`config.mk`:
```
export PLATFORM = sky130hd
export DESIGN_NAME = file_inode_and_block_allocator
export DESIGN_NICKNAME = d
export VERILOG_FILES = /design/src/rtl/core/fiba_pkg.sv /design/src/rtl/core/file_inode_and_block_allocator.sv /design/src/rtl/core/fiba_blkmap.sv
export SDC_FILE = /design/constraint.sdc
export NUM_CORES = 1
export LEC_CHECK = 0
export BUFFER_PORTS_ARGS = -buffer_cell sky130_fd_sc_hd__buf_2
export CAP_MARGIN = 20
export CORE_AREA = 4 4 243 245
export DETAILED_ROUTE_END_ITERATION = 10
export DIE_AREA = 0 0 247 249
export PLACE_DENSITY = 0.72
export SLEW_MARGIN = 40
export SYNTH_ARGS = -nofsm -noshare
export SYNTH_HDL_FRONTEND = slang
export SYNTH_HIERARCHICAL = 1
export SYNTH_SLANG_ARGS = --single-unit
```
`constraint.sdc`:
```
create_clock -name aclk -period 7.2 [get_ports aclk]
set_clock_uncertainty 0.05 [all_clocks]
set_input_delay 1.44 -clock aclk [delete_from_list [all_inputs] [get_ports aclk]]
set_output_delay 1.44 -clock aclk [all_outputs]
set_load 0.01 [all_outputs]
```
`src/rtl/core/fiba_pkg.sv`:
```
// fiba_pkg: request/response payload types, codes and shared constants for the
// file inode and block allocator. No dependencies.
package fiba_pkg;

    typedef enum logic [1:0] {
        REQ_LOOKUP = 2'd0,
        REQ_CREATE = 2'd1,
        REQ_DELETE = 2'd2,
        REQ_FORMAT = 2'd3
    } req_type_t;

    typedef enum logic [1:0] {
        STATUS_OK        = 2'd0,
        STATUS_NOT_FOUND = 2'd1,
        STATUS_EXISTS    = 2'd2,
        STATUS_FULL      = 2'd3
    } status_t;

    typedef struct packed {
        req_type_t   req_type;
        logic [15:0] file_id;
    } req_t;

    typedef struct packed {
        status_t     status;
        logic [3:0]  inode_slot;
        logic [7:0]  first_block;
        logic [7:0]  block_count;
    } rsp_t;

    // write control for the block map
    typedef struct packed {
        logic en;
        logic data;
    } blk_wr_t;

    // first_block is 8 bits: create only allocates below this block number
    localparam int MAX_START_BLOCKS = 256;

    // blocks reserved by format
    localparam int RESERVED_BLOCKS = 2;

endpackage

```
`src/rtl/core/file_inode_and_block_allocator.sv`:
```
// file_inode_and_block_allocator: inode table and free block map with a
// sequencer that scans one entry per step. Depends on fiba_pkg, fiba_blkmap.
//
//  channel | dir | ports                         | transaction
//  --------+-----+-------------------------------+-----------------------------
//  s_      | in  | s_valid, s_ready, s_req       | one request (type, file id)
//  m_      | out | m_valid, m_ready, m_rsp       | one response per request
//
// Inode scan: stops at the first match (at most INODE_SLOTS slots).
// Create then probes up to min(DISK_BLOCKS,256) blocks for a free one, then writes.
// Delete then frees each block of the file in turn; format rewrites the whole block map.
// Everything is paced by the single read port of each table; one request at a time.
// After reset a clearing pass over the whole block map runs with s_ready low.
// A finished response waits in the output register; the next request is taken meanwhile.
module file_inode_and_block_allocator #(
    parameter int INODE_SLOTS = 16,
    parameter int DISK_BLOCKS = 256
) (
    input  logic           aclk,
    input  logic           aresetn,
    input  logic           s_valid,
    output logic           s_ready,
    input  fiba_pkg::req_t s_req,
    output logic           m_valid,
    input  logic           m_ready,
    output fiba_pkg::rsp_t m_rsp
);

    localparam int SW = (INODE_SLOTS > 1) ? $clog2(INODE_SLOTS) : 1;
    localparam int BW = $clog2(DISK_BLOCKS);
    localparam int SCAN_BLOCKS = (DISK_BLOCKS < fiba_pkg::MAX_START_BLOCKS) ?
                                 DISK_BLOCKS : fiba_pkg::MAX_START_BLOCKS;
    localparam logic [SW-1:0] LAST_SLOT = SW'(INODE_SLOTS - 1);
    localparam logic [BW-1:0] LAST_BLOCK = BW'(DISK_BLOCKS - 1);
    localparam logic [BW-1:0] LAST_SCAN = BW'(SCAN_BLOCKS - 1);
    localparam logic [BW-1:0] RSV_LIMIT = BW'(fiba_pkg::RESERVED_BLOCKS);
    localparam logic [12:0] DISK_LIMIT = 13'(DISK_BLOCKS);

    typedef struct packed {
        logic [15:0] file_id;
        logic [7:0]  start;
        logic [7:0]  count;
    } ino_entry_t;

    typedef enum logic [3:0] {
        S_CLEAR,
        S_IDLE,
        S_FIND_RD,
        S_FIND_CMP,
        S_BLK_RD,
        S_BLK_CMP,
        S_CREATE,
        S_DELETE,
        S_DONE
    } state_t;

    state_t                 state_reg, state_next;
    fiba_pkg::req_t         req_reg, req_next;
    logic [INODE_SLOTS-1:0] slot_valid_reg, slot_valid_next;
    logic [SW-1:0]          idx_reg, idx_next;
    logic                   free_found_reg, free_found_next;
    logic [SW-1:0]          free_slot_reg, free_slot_next;
    logic [SW-1:0]          hit_slot_reg, hit_slot_next;
    logic [7:0]             start_reg, start_next;
    logic [7:0]             count_reg, count_next;
    logic [8:0]             pos_reg, pos_next;
    logic [7:0]             rem_reg, rem_next;
    logic [BW-1:0]          blk_reg, blk_next;
    logic                   fmt_reg, fmt_next;
    fiba_pkg::rsp_t         res_reg, res_next;
    logic                   m_valid_reg, m_valid_next;
    fiba_pkg::rsp_t         m_rsp_reg, m_rsp_next;

    ino_entry_t             ino_mem [INODE_SLOTS];
    ino_entry_t             ino_rd_reg;
    logic                   ino_we;
    ino_entry_t             ino_wdata;

    fiba_pkg::blk_wr_t      blk_wr;
    logic [BW-1:0]          blk_waddr;
    logic                   blk_rd_data;

    logic                   cur_valid;
    logic                   cur_hit;
    logic                   free_now;
    logic [SW-1:0]          free_slot_now;
    logic                   pos_in_disk;

    fiba_blkmap #(
        .DEPTH(DISK_BLOCKS)
    ) u_blkmap (
        .aclk    (aclk),
        .wr      (blk_wr),
        .waddr   (blk_waddr),
        .raddr   (blk_reg),
        .rd_data (blk_rd_data)
    );

    // inode table: read address follows the scan index
    always_ff @(posedge aclk) begin
        if (ino_we) begin
            ino_mem[free_slot_reg] <= ino_wdata;
        end
        ino_rd_reg <= ino_mem[idx_reg];
    end

    assign cur_valid     = slot_valid_reg[idx_reg];
    assign cur_hit       = cur_valid && (ino_rd_reg.file_id == req_reg.file_id);
    assign free_now      = free_found_reg || !cur_valid;
    assign free_slot_now = free_found_reg ? free_slot_reg : idx_reg;
    assign pos_in_disk   = {4'b0, pos_reg} < DISK_LIMIT;

    always_comb begin
        state_next      = state_reg;
        req_next        = req_reg;
        slot_valid_next = slot_valid_reg;
        idx_next        = idx_reg;
        free_found_next = free_found_reg;
        free_slot_next  = free_slot_reg;
        hit_slot_next   = hit_slot_reg;
        start_next      = start_reg;
        count_next      = count_reg;
        pos_next        = pos_reg;
        rem_next        = rem_reg;
        blk_next        = blk_reg;
        fmt_next        = fmt_reg;
        res_next        = res_reg;
        m_valid_next    = m_valid_reg && !m_ready;
        m_rsp_next      = m_rsp_reg;
        ino_we          = 1'b0;
        ino_wdata       = '{file_id: req_reg.file_id, start: 8'(blk_reg), count: 8'd1};
        blk_wr          = '{en: 1'b0, data: 1'b0};
        blk_waddr       = blk_reg;

        unique case (state_reg)
            S_CLEAR: begin
                blk_wr = '{en: 1'b1, data: (blk_reg < RSV_LIMIT)};
                blk_next = blk_reg + 1'b1;
                if (blk_reg == LAST_BLOCK) begin
                    res_next   = '{fiba_pkg::STATUS_OK, 4'd0, 8'd0, 8'd0};
                    state_next = fmt_reg ? S_DONE : S_IDLE;
                end
            end
            S_IDLE: begin
                if (s_valid) begin
                    req_next = s_req;
                    if (s_req.req_type == fiba_pkg::REQ_FORMAT) begin
                        slot_valid_next = '0;
                        blk_next        = '0;
                        fmt_next        = 1'b1;
                        state_next      = S_CLEAR;
                    end else begin
                        idx_next        = '0;
                        free_found_next = 1'b0;
                        state_next      = S_FIND_RD;
                    end
                end
            end
            S_FIND_RD: begin
                state_next = S_FIND_CMP;
            end
            S_FIND_CMP: begin
                if (cur_hit || idx_reg == LAST_SLOT) begin
                    unique case (req_reg.req_type)
                        fiba_pkg::REQ_LOOKUP: begin
                            res_next = cur_hit ?
                                '{fiba_pkg::STATUS_OK, 4'(idx_reg),
                                  ino_rd_reg.start, ino_rd_reg.count} :
                                '{fiba_pkg::STATUS_NOT_FOUND, 4'd0, 8'd0, 8'd0};
                            state_next = S_DONE;
                        end
                        fiba_pkg::REQ_DELETE: begin
                            if (cur_hit) begin
                                hit_slot_next = idx_reg;
                                start_next    = ino_rd_reg.start;
                                count_next    = ino_rd_reg.count;
                                pos_next      = {1'b0, ino_rd_reg.start};
                                rem_next      = ino_rd_reg.count;
                                state_next    = S_DELETE;
                            end else begin
                                res_next   = '{fiba_pkg::STATUS_NOT_FOUND, 4'd0, 8'd0, 8'd0};
                                state_next = S_DONE;
                            end
                        end
                        fiba_pkg::REQ_CREATE: begin
                            if (cur_hit) begin
                                res_next   = '{fiba_pkg::STATUS_EXISTS, 4'd0, 8'd0, 8'd0};
                                state_next = S_DONE;
                            end else if (!free_now) begin
                                res_next   = '{fiba_pkg::STATUS_FULL, 4'd0, 8'd0, 8'd0};
                                state_next = S_DONE;
                            end else begin
                                free_slot_next = free_slot_now;
                                blk_next       = '0;
                                state_next     = S_BLK_RD;
                            end
                        end
                        fiba_pkg::REQ_FORMAT: begin
                            res_next   = '{fiba_pkg::STATUS_OK, 4'd0, 8'd0, 8'd0};
                            state_next = S_DONE;
                        end
                    endcase
                end else begin
                    free_found_next = free_now;
                    free_slot_next  = free_slot_now;
                    idx_next        = idx_reg + 1'b1;
                    state_next      = S_FIND_RD;
                end
            end
            S_BLK_RD: begin
                state_next = S_BLK_CMP;
            end
            S_BLK_CMP: begin
                if (!blk_rd_data) begin
                    state_next = S_CREATE;
                end else if (blk_reg == LAST_SCAN) begin
                    res_next   = '{fiba_pkg::STATUS_FULL, 4'd0, 8'd0, 8'd0};
                    state_next = S_DONE;
                end else begin
                    blk_next   = blk_reg + 1'b1;
                    state_next = S_BLK_RD;
                end
            end
            S_CREATE: begin
                ino_we = 1'b1;
                blk_wr = '{en: 1'b1, data: 1'b1};
                slot_valid_next[free_slot_reg] = 1'b1;
                res_next = '{fiba_pkg::STATUS_OK, 4'(free_slot_reg), 8'(blk_reg), 8'd1};
                state_next = S_DONE;
            end
            S_DELETE: begin
                blk_waddr = BW'(pos_reg);
                if (rem_reg == 8'd0) begin
                    slot_valid_next[hit_slot_reg] = 1'b0;
                    res_next = '{fiba_pkg::STATUS_OK, 4'(hit_slot_reg), start_reg, count_reg};
                    state_next = S_DONE;
                end else begin
                    // drop blocks that fall past the end of the disk
                    blk_wr   = '{en: pos_in_disk, data: 1'b0};
                    pos_next = pos_reg + 1'b1;
                    rem_next = rem_reg - 1'b1;
                end
            end
            S_DONE: begin
                if (!m_valid_reg || m_ready) begin
                    m_valid_next = 1'b1;
                    m_rsp_next   = res_reg;
                    fmt_next     = 1'b0;
                    state_next   = S_IDLE;
                end
            end
            default: begin
                state_next = S_IDLE;
            end
        endcase
    end

    always_ff @(posedge aclk) begin
        if (!aresetn) begin
            state_reg      <= S_CLEAR;
            slot_valid_reg <= '0;
            blk_reg        <= '0;
            fmt_reg        <= 1'b0;
            free_found_reg <= 1'b0;
            m_valid_reg    <= 1'b0;
        end else begin
            state_reg      <= state_next;
            slot_valid_reg <= slot_valid_next;
            blk_reg        <= blk_next;
            fmt_reg        <= fmt_next;
            free_found_reg <= free_found_next;
            m_valid_reg    <= m_valid_next;
        end
        req_reg       <= req_next;
        idx_reg       <= idx_next;
        free_slot_reg <= free_slot_next;
        hit_slot_reg  <= hit_slot_next;
        start_reg     <= start_next;
        count_reg     <= count_next;
        pos_reg       <= pos_next;
        rem_reg       <= rem_next;
        res_reg       <= res_next;
        m_rsp_reg     <= m_rsp_next;
    end

    assign s_ready = (state_reg == S_IDLE);
    assign m_valid = m_valid_reg;
    assign m_rsp   = m_rsp_reg;

    // the clearing pass follows every reset
    a_reset_clears : assert property (@(posedge aclk) !aresetn |=> !s_ready)
        else $error("block ready right after reset");

    a_one_at_a_time : assert property (@(posedge aclk) disable iff (!aresetn)
        s_valid && s_ready |=> !s_ready)
        else $error("second request taken while one is in progress");

    a_reserved_kept : assert property (@(posedge aclk) disable iff (!aresetn)
        blk_wr.en && !blk_wr.data && (blk_waddr < RSV_LIMIT) |-> state_reg == S_CLEAR)
        else $error("reserved block freed outside the clearing pass");

    a_rsp_from_done : assert property (@(posedge aclk) disable iff (!aresetn)
        $rose(m_valid) |-> $past(state_reg == S_DONE))
        else $error("response raised without a finished request");

endmodule

```
`src/rtl/core/fiba_blkmap.sv`:
```
// fiba_blkmap: used/free bit per disk block, one write and one registered read
// port. Depends on fiba_pkg (blk_wr_t).
module fiba_blkmap #(
    parameter int DEPTH = 256,
    localparam int AW = $clog2(DEPTH)
) (
    input  logic             aclk,
    input  fiba_pkg::blk_wr_t wr,
    input  logic [AW-1:0]    waddr,
    input  logic [AW-1:0]    raddr,
    output logic             rd_data
);

    logic used_mem [DEPTH];
    logic rd_data_reg;

    always_ff @(posedge aclk) begin
        if (wr.en) begin
            used_mem[waddr] <= wr.data;
        end
        rd_data_reg <= used_mem[raddr];
    end

    assign rd_data = rd_data_reg;

endmodule

```
Word level (Yosys, flattened, before mapping):

Memories as Yosys holds them, arrays and structs flattened. A register that Yosys moved wholly into a read port is not among the register bits.
Index checks and enable logic that the tools add are counted.

* add/sub/neg operators: 4
* order comparisons: 7
* equality and inequality tests: 37
* multiplexer cells: 81
* bitwise gates (word level): 3
* reduce and logical (&&, ||, !) cells: 31

Operators by type and width (count)
* $mux W22: 8
* $pmux W22 S5: 1
* $mux W8: 13
* $pmux W22 S4: 1
* $mux W4: 19
* $mux W16: 3
* $pmux W16 S3: 1
* $mux W9: 4
* $pmux W4 S9: 1
* $pmux W8 S4: 1
* $ne A2 B2 Y1 const B: 15
* $reduce_and A4 Y1: 6
* $mux W21: 1
* $pmux W9 S2: 1
* $and A16 B16 Y16: 1
* $eq A16 B16 Y1: 1
* $eq A4 B3 Y1 const B: 4
* $mux W1: 16
* $not A16 Y16: 1
* $or A16 B16 Y16: 1
* $pmux W8 S2: 1
* $lt A4 B5 Y1 const B: 3
* $pmux W4 S3: 1
* $ne A2 B1 Y1 const B: 5
* 36 further kinds: 54

* register bits: 146
* memory bits (writable): 640
* output and inout bits: 24
* logic and storage cells: 189
* memories kept: 2

Memories
* ino_mem: words 16, width 24, read ports 1, clocked after Yosys merged registers in 1, wr ports 1, RTL line file_inode_and_block_allocator.sv:74 `ino_entry_t ino_mem [INODE_SLOTS];`
* u_blkmap.used_mem: words 256, width 1, read ports 1, clocked after Yosys merged registers in 1, wr ports 1, RTL line fiba_blkmap.sv:14 `logic used_mem [DEPTH];`

Depth between registers and ports, before layout:

* word-level depth: 9
* mapped depth: 12
* depth with buffers taken out: 9

Modules after synthesis:

Netlist, hierarchy kept.

By module, submodules not included
* file_inode_and_block_allocator: instances 1, cells an instance 1075, area an instance 20458.4 um^2, sequential area each 15184.6 um^2
* fiba_blkmap: instances 1, cells an instance 788, area an instance 11128.2 um^2, sequential area each 7707.4 um^2

Worst setup path after synthesis:

No wires, ideal clock.

* path type: flip-flop to flip-flop
* start: register state_reg[1]
* end: memory u_blkmap.used_mem[0], data pin
* setup time: 0.590 ns
* arrival time: 3.520 ns
* data required time: 6.560 ns
* slack: 3.040 ns
* cell stages (with the launch flop): 6
* period minus slack after synthesis: 4.160 ns
* path through: dfxtp_1 -> clkbuf_1 -> nand3_1 -> nor2_1 -> clkbuf_1 -> a31o_2

RTL lines
* start, declared: RTL line file_inode_and_block_allocator.sv:57 `state_t state_reg, state_next;`
* start signal, assigned: RTL line file_inode_and_block_allocator.sv:267 `state_reg <= state_next;`
* end, declared: RTL line fiba_blkmap.sv:14

==> results.txt <==
----------------------------------------------------
[Timing]
  Pin slew with the least headroom to its limit ... around 0.93 ns
  Achievable Freq ... 248 MHz
  Setup repair after global routing missed its margin ... false
  Fraction of the cycle the final worst path needs ... 0.559
  Final TNS setup ... 0 ns
  Max-slew headroom ... 0.379
  Final count of negative-setup-slack endpoints ... 0
  Total count of max-transition violations in the final report ... 0
  Min cycle time layout ... 4.03 ns
  Final-report hold violation count ... 0

[Clock network]
  Number of H-tree branching levels ... 3
  Hold buffer count at cts ... 0
  TritonCTS Sinks ... between 700 and 800
  CTS buffer count ... ~80
  Buffer count from post-CTS setup fixing ... 0
  Cells resized by post-CTS repair ... 0
  Worst-case clock buffer depth ... 3
  Clock Tree Root ... clkbuf_16
  Clock Pin Slew Worst Setup and Hold Paths ... around 0.060 ns
  Clock tree from TritonCTS ... built
  Clock Latency Late Sink ... 0.62 ns

[Synthesis]
  Most area-consuming cells after synthesis ... edfxtp_1 (69%), mux4_2 (12%), nor2_1 (3.7%)
  Gate count of the mapped netlist ... 1,863
  Count of flip-flops with a built-in enable after synthesis ... 725
  Area share of the largest cell type after synthesis ... 0.689
  Number of distinct library cells after synthesis ... 64
  Total of warnings raised by yosys ... 6
  Cell with the most instances after synthesis ... edfxtp_1
  Largest area contributor in the synthesized netlist ... edfxtp_1
  Async S/R FF share, synth ... 0
  Main synth FF type ... edfxtp_1
  Avg Inst Size Synth ... roughly 17 sq um
  Most common library cells after synthesis ... edfxtp_1 (725), nor2_1 (314), mux4_2 (165)
  Synthesized flop and latch total ... 781
  Post-synthesis instance area ... 31,600 sq um
  Proportion of synthesized chip area in sequential cells ... 0.725

[Placed design]
  Routability cong. ... around 0.84
  Number of buffers added on ports ... 38
  Post-placement cell area ... 33,100 sq um
  Detail Placement HPWL ... 39,700 microns

[Routing]
  DR iter-0 viols ... 1,967
  Drt pass-1 iters ... 8
  Post-route ant nets ... 0
  Via Count ... 17,070
  WL per Instance ... 25.5 microns
  DR DRC count ... 0
  Routed wire length ... 70,100 microns
  Avg Vias per Cell ... 6.21

[Finish]
  Non-Filler Cell Area, Final ... between 30,000 and 40,000 sq um
  Sequential standard cell area ... 22,900 sq um
  Proportion of layout cells with a drive suffix above 1 ... 0.222
  Finished Core Util ... 0.626
  Area used by multi-input combinational logic ... 8280 sq um
  Layout Area Growth over Synthesis ... 13.3%
  Net count reported at finish ... 1,953
  Total inserted antenna cells ... 0
  Number of filler instances in the final layout ... 3,940
  Max FFs per register ... about 380

[Global routing]
  Total congestion overflow ... 0
  Initial antenna violation count ... 0
  Largest net degree at the start of global routing ... 109
  First-pass GRT wire length ... 107,000 microns
  Number of global-route vias before repair ... ~17,000
  Total routing resource utilization after global routing ... 0.230

[Die]
  Effective utilization at floorplan ... 0.553
  I/O Pins ... 46
  Die ar. ... 61,500 sq um
  Placeable core region ... around 57,000 sq um
  Number of rows in the core area ... between 80 and 90
  Chip height ... between 200 and 250 microns
  Die W ... 247 microns

[Setup path]
  Endpoint arrival time on the critical path ... 4.29 ns
  Critical Setup Path Class ... reg -> reg
  CP max stage delay ... 0.79 ns
  Worst path top cell family by delay ... simple AND/OR/NAND/NOR gates
  Element type at the critical path end ... flop
  Cell chain of the critical path ... and4b_1, buf_4, o41ai_2, o21ai_0, nor3b_1, nand3_2, nor2_1
  Kind of start point of the critical path ... flop
  Standard cell with the maximum stage delay on the critical path ... dfxtp_1
  Worst-path maximum fanout ... 31
  Worst path bufs/invs ... 1
  CP required ... 7.46 ns
  Count of cell instances traversed by the critical path ... 7
  Depth of the most critical reg-to-reg path ... 7

[Worst hold path]
  Min-Delay Path Depth ... 0
  Min-delay worst type ... reg -> reg

[Power and ir drop]
  Switching power of the nets ... approximately 1.9 mW
  Leakage power ... 11.4 nW
  Fraction of power spent switching nets ... 0.203
  Internal power ... 7.41 mW
  Relative contribution of the clock network to total power ... 0.436
  Max IR drop VDD ... 0.188 mV
  Power density relative to cell area ... 260 nW/um^2
  Share of power burned in combinational logic ... 0.026
  Seq pwr share ... 0.538

[Status]
  Result of the run ... finished, final reports clean

[Flow run]
  Max-cap viol count ... 0

----------------------------------------------------
## power groups by stage
stage	Combinational, mW	Clock, mW	Sequential [mW]
finish	0.245	4.05	5.00
global route	0.264	4.32	5.00
CTS	0.230	4.11	5.00
detailed placement	0.229	0	5.10
global placement	0.218	0	5.10
floorplan	0.170	0	5.09
## worst paths after layout
kind / startpoint / end / slack, ns
worst max-delay path: state_reg[2] / u_blkmap/used_mem[147] / 3.17
worst min-delay path: res_reg[13] / m_rsp[13] / 0.37
worst max register to register: state_reg[2] / u_blkmap/used_mem[147] / 3.17
worst min register to register: res_reg[13] / m_rsp[13] / 0.37
## area by class of cell
class / instances / share of cell area
flip-flops and latches: 781 / 0.640
clock inverters: 36 / 0.0109
clock buffers: 108 / 0.0608
multi-input cells: 941 / 0.231
repair buffers: 90 / 0.0270
well taps: 765 / 0.0268
inverters: 30 / 0.00315
## cell usage in the layout, fill, tap and decap left out, types with 10 or more instances in the layout
cell       Yosys  final
o22ai_1       24     24
mux4_2       165    165
o221a_2       21     21
a31oi_1       12     12
buf_2         10     38
dfxtp_1       56     51
nand3_1       26     21
clkbuf_1      75     21
a21oi_1       24     24
o21ai_0       35     33
nor2_4         0     12
inv_1         29     29
xnor2_1       25     25
nor2b_1       18     18
clkinv_2       0     12
clkbuf_16      0     80
buf_4         13     23
and3_1        14     14
nor2_1       314    301
nand2_1       70     59
buf_8          0     10
edfxtp_1     725    725
a22oi_1       20     20
mux2i_1       54     54
nand2_2        0     11
buf_16         0     13
## metal layers
layer | vias to the layer above | GRT usage | share of wire
met1 | 8767 | 0.324 | 0.39
met4 | 0 | 0.0751 | 0.028
met3 | 140 | 0.0416 | 0.080
li1 | 7385 | - | -
met5 | - | 0 | 0
met2 | 778 | 0.370 | 0.50
## worst register-to-register path, stage by stage (launching register included)
cell and delay [ns]:
dfxtp_1 0.79, and4b_1 0.29, buf_4 0.31, o41ai_2 0.24, o21ai_0 0.53, nor3b_1 0.67
nand3_2 0.56, nor2_1 0.29
## through the flow
step | power, mW | hold slack [ns] | std cells | setup WS, ns
final | 9.29 | 0.367 | 2751 | 3.17
after global routing | 9.58 | 0.376 | 2751 | 2.90
after CTS | 9.34 | 0.368 | 2749 | 3.08
after detailed placement | 5.33 | 0.355 | 2605 | 3.13
after global placement | 5.32 | 0.354 | 2581 | 3.27
after floorplan | 5.26 | 0.350 | 1869 | 3.04
## logic make-up (layout without fill, tap and decap cells)
| group | count (synthesis) | count (layout) | synth area share |
|---|---|---|---|
| xor+xnor | 31 | 31 | 0.00860 |
| other cells | 1 | 7 | 0.000119 |
| compound gates | 174 | 174 | 0.0391 |
| simple gates | 500 | 500 | 0.0682 |
| buf+inv | 147 | 264 | 0.0206 |
| flops | 781 | 781 | 0.725 |
| mux | 221 | 221 | 0.135 |
| fa+ha+maj | 8 | 8 | 0.00317 |
Note: power is estimated with default switching activity, not from simulation.
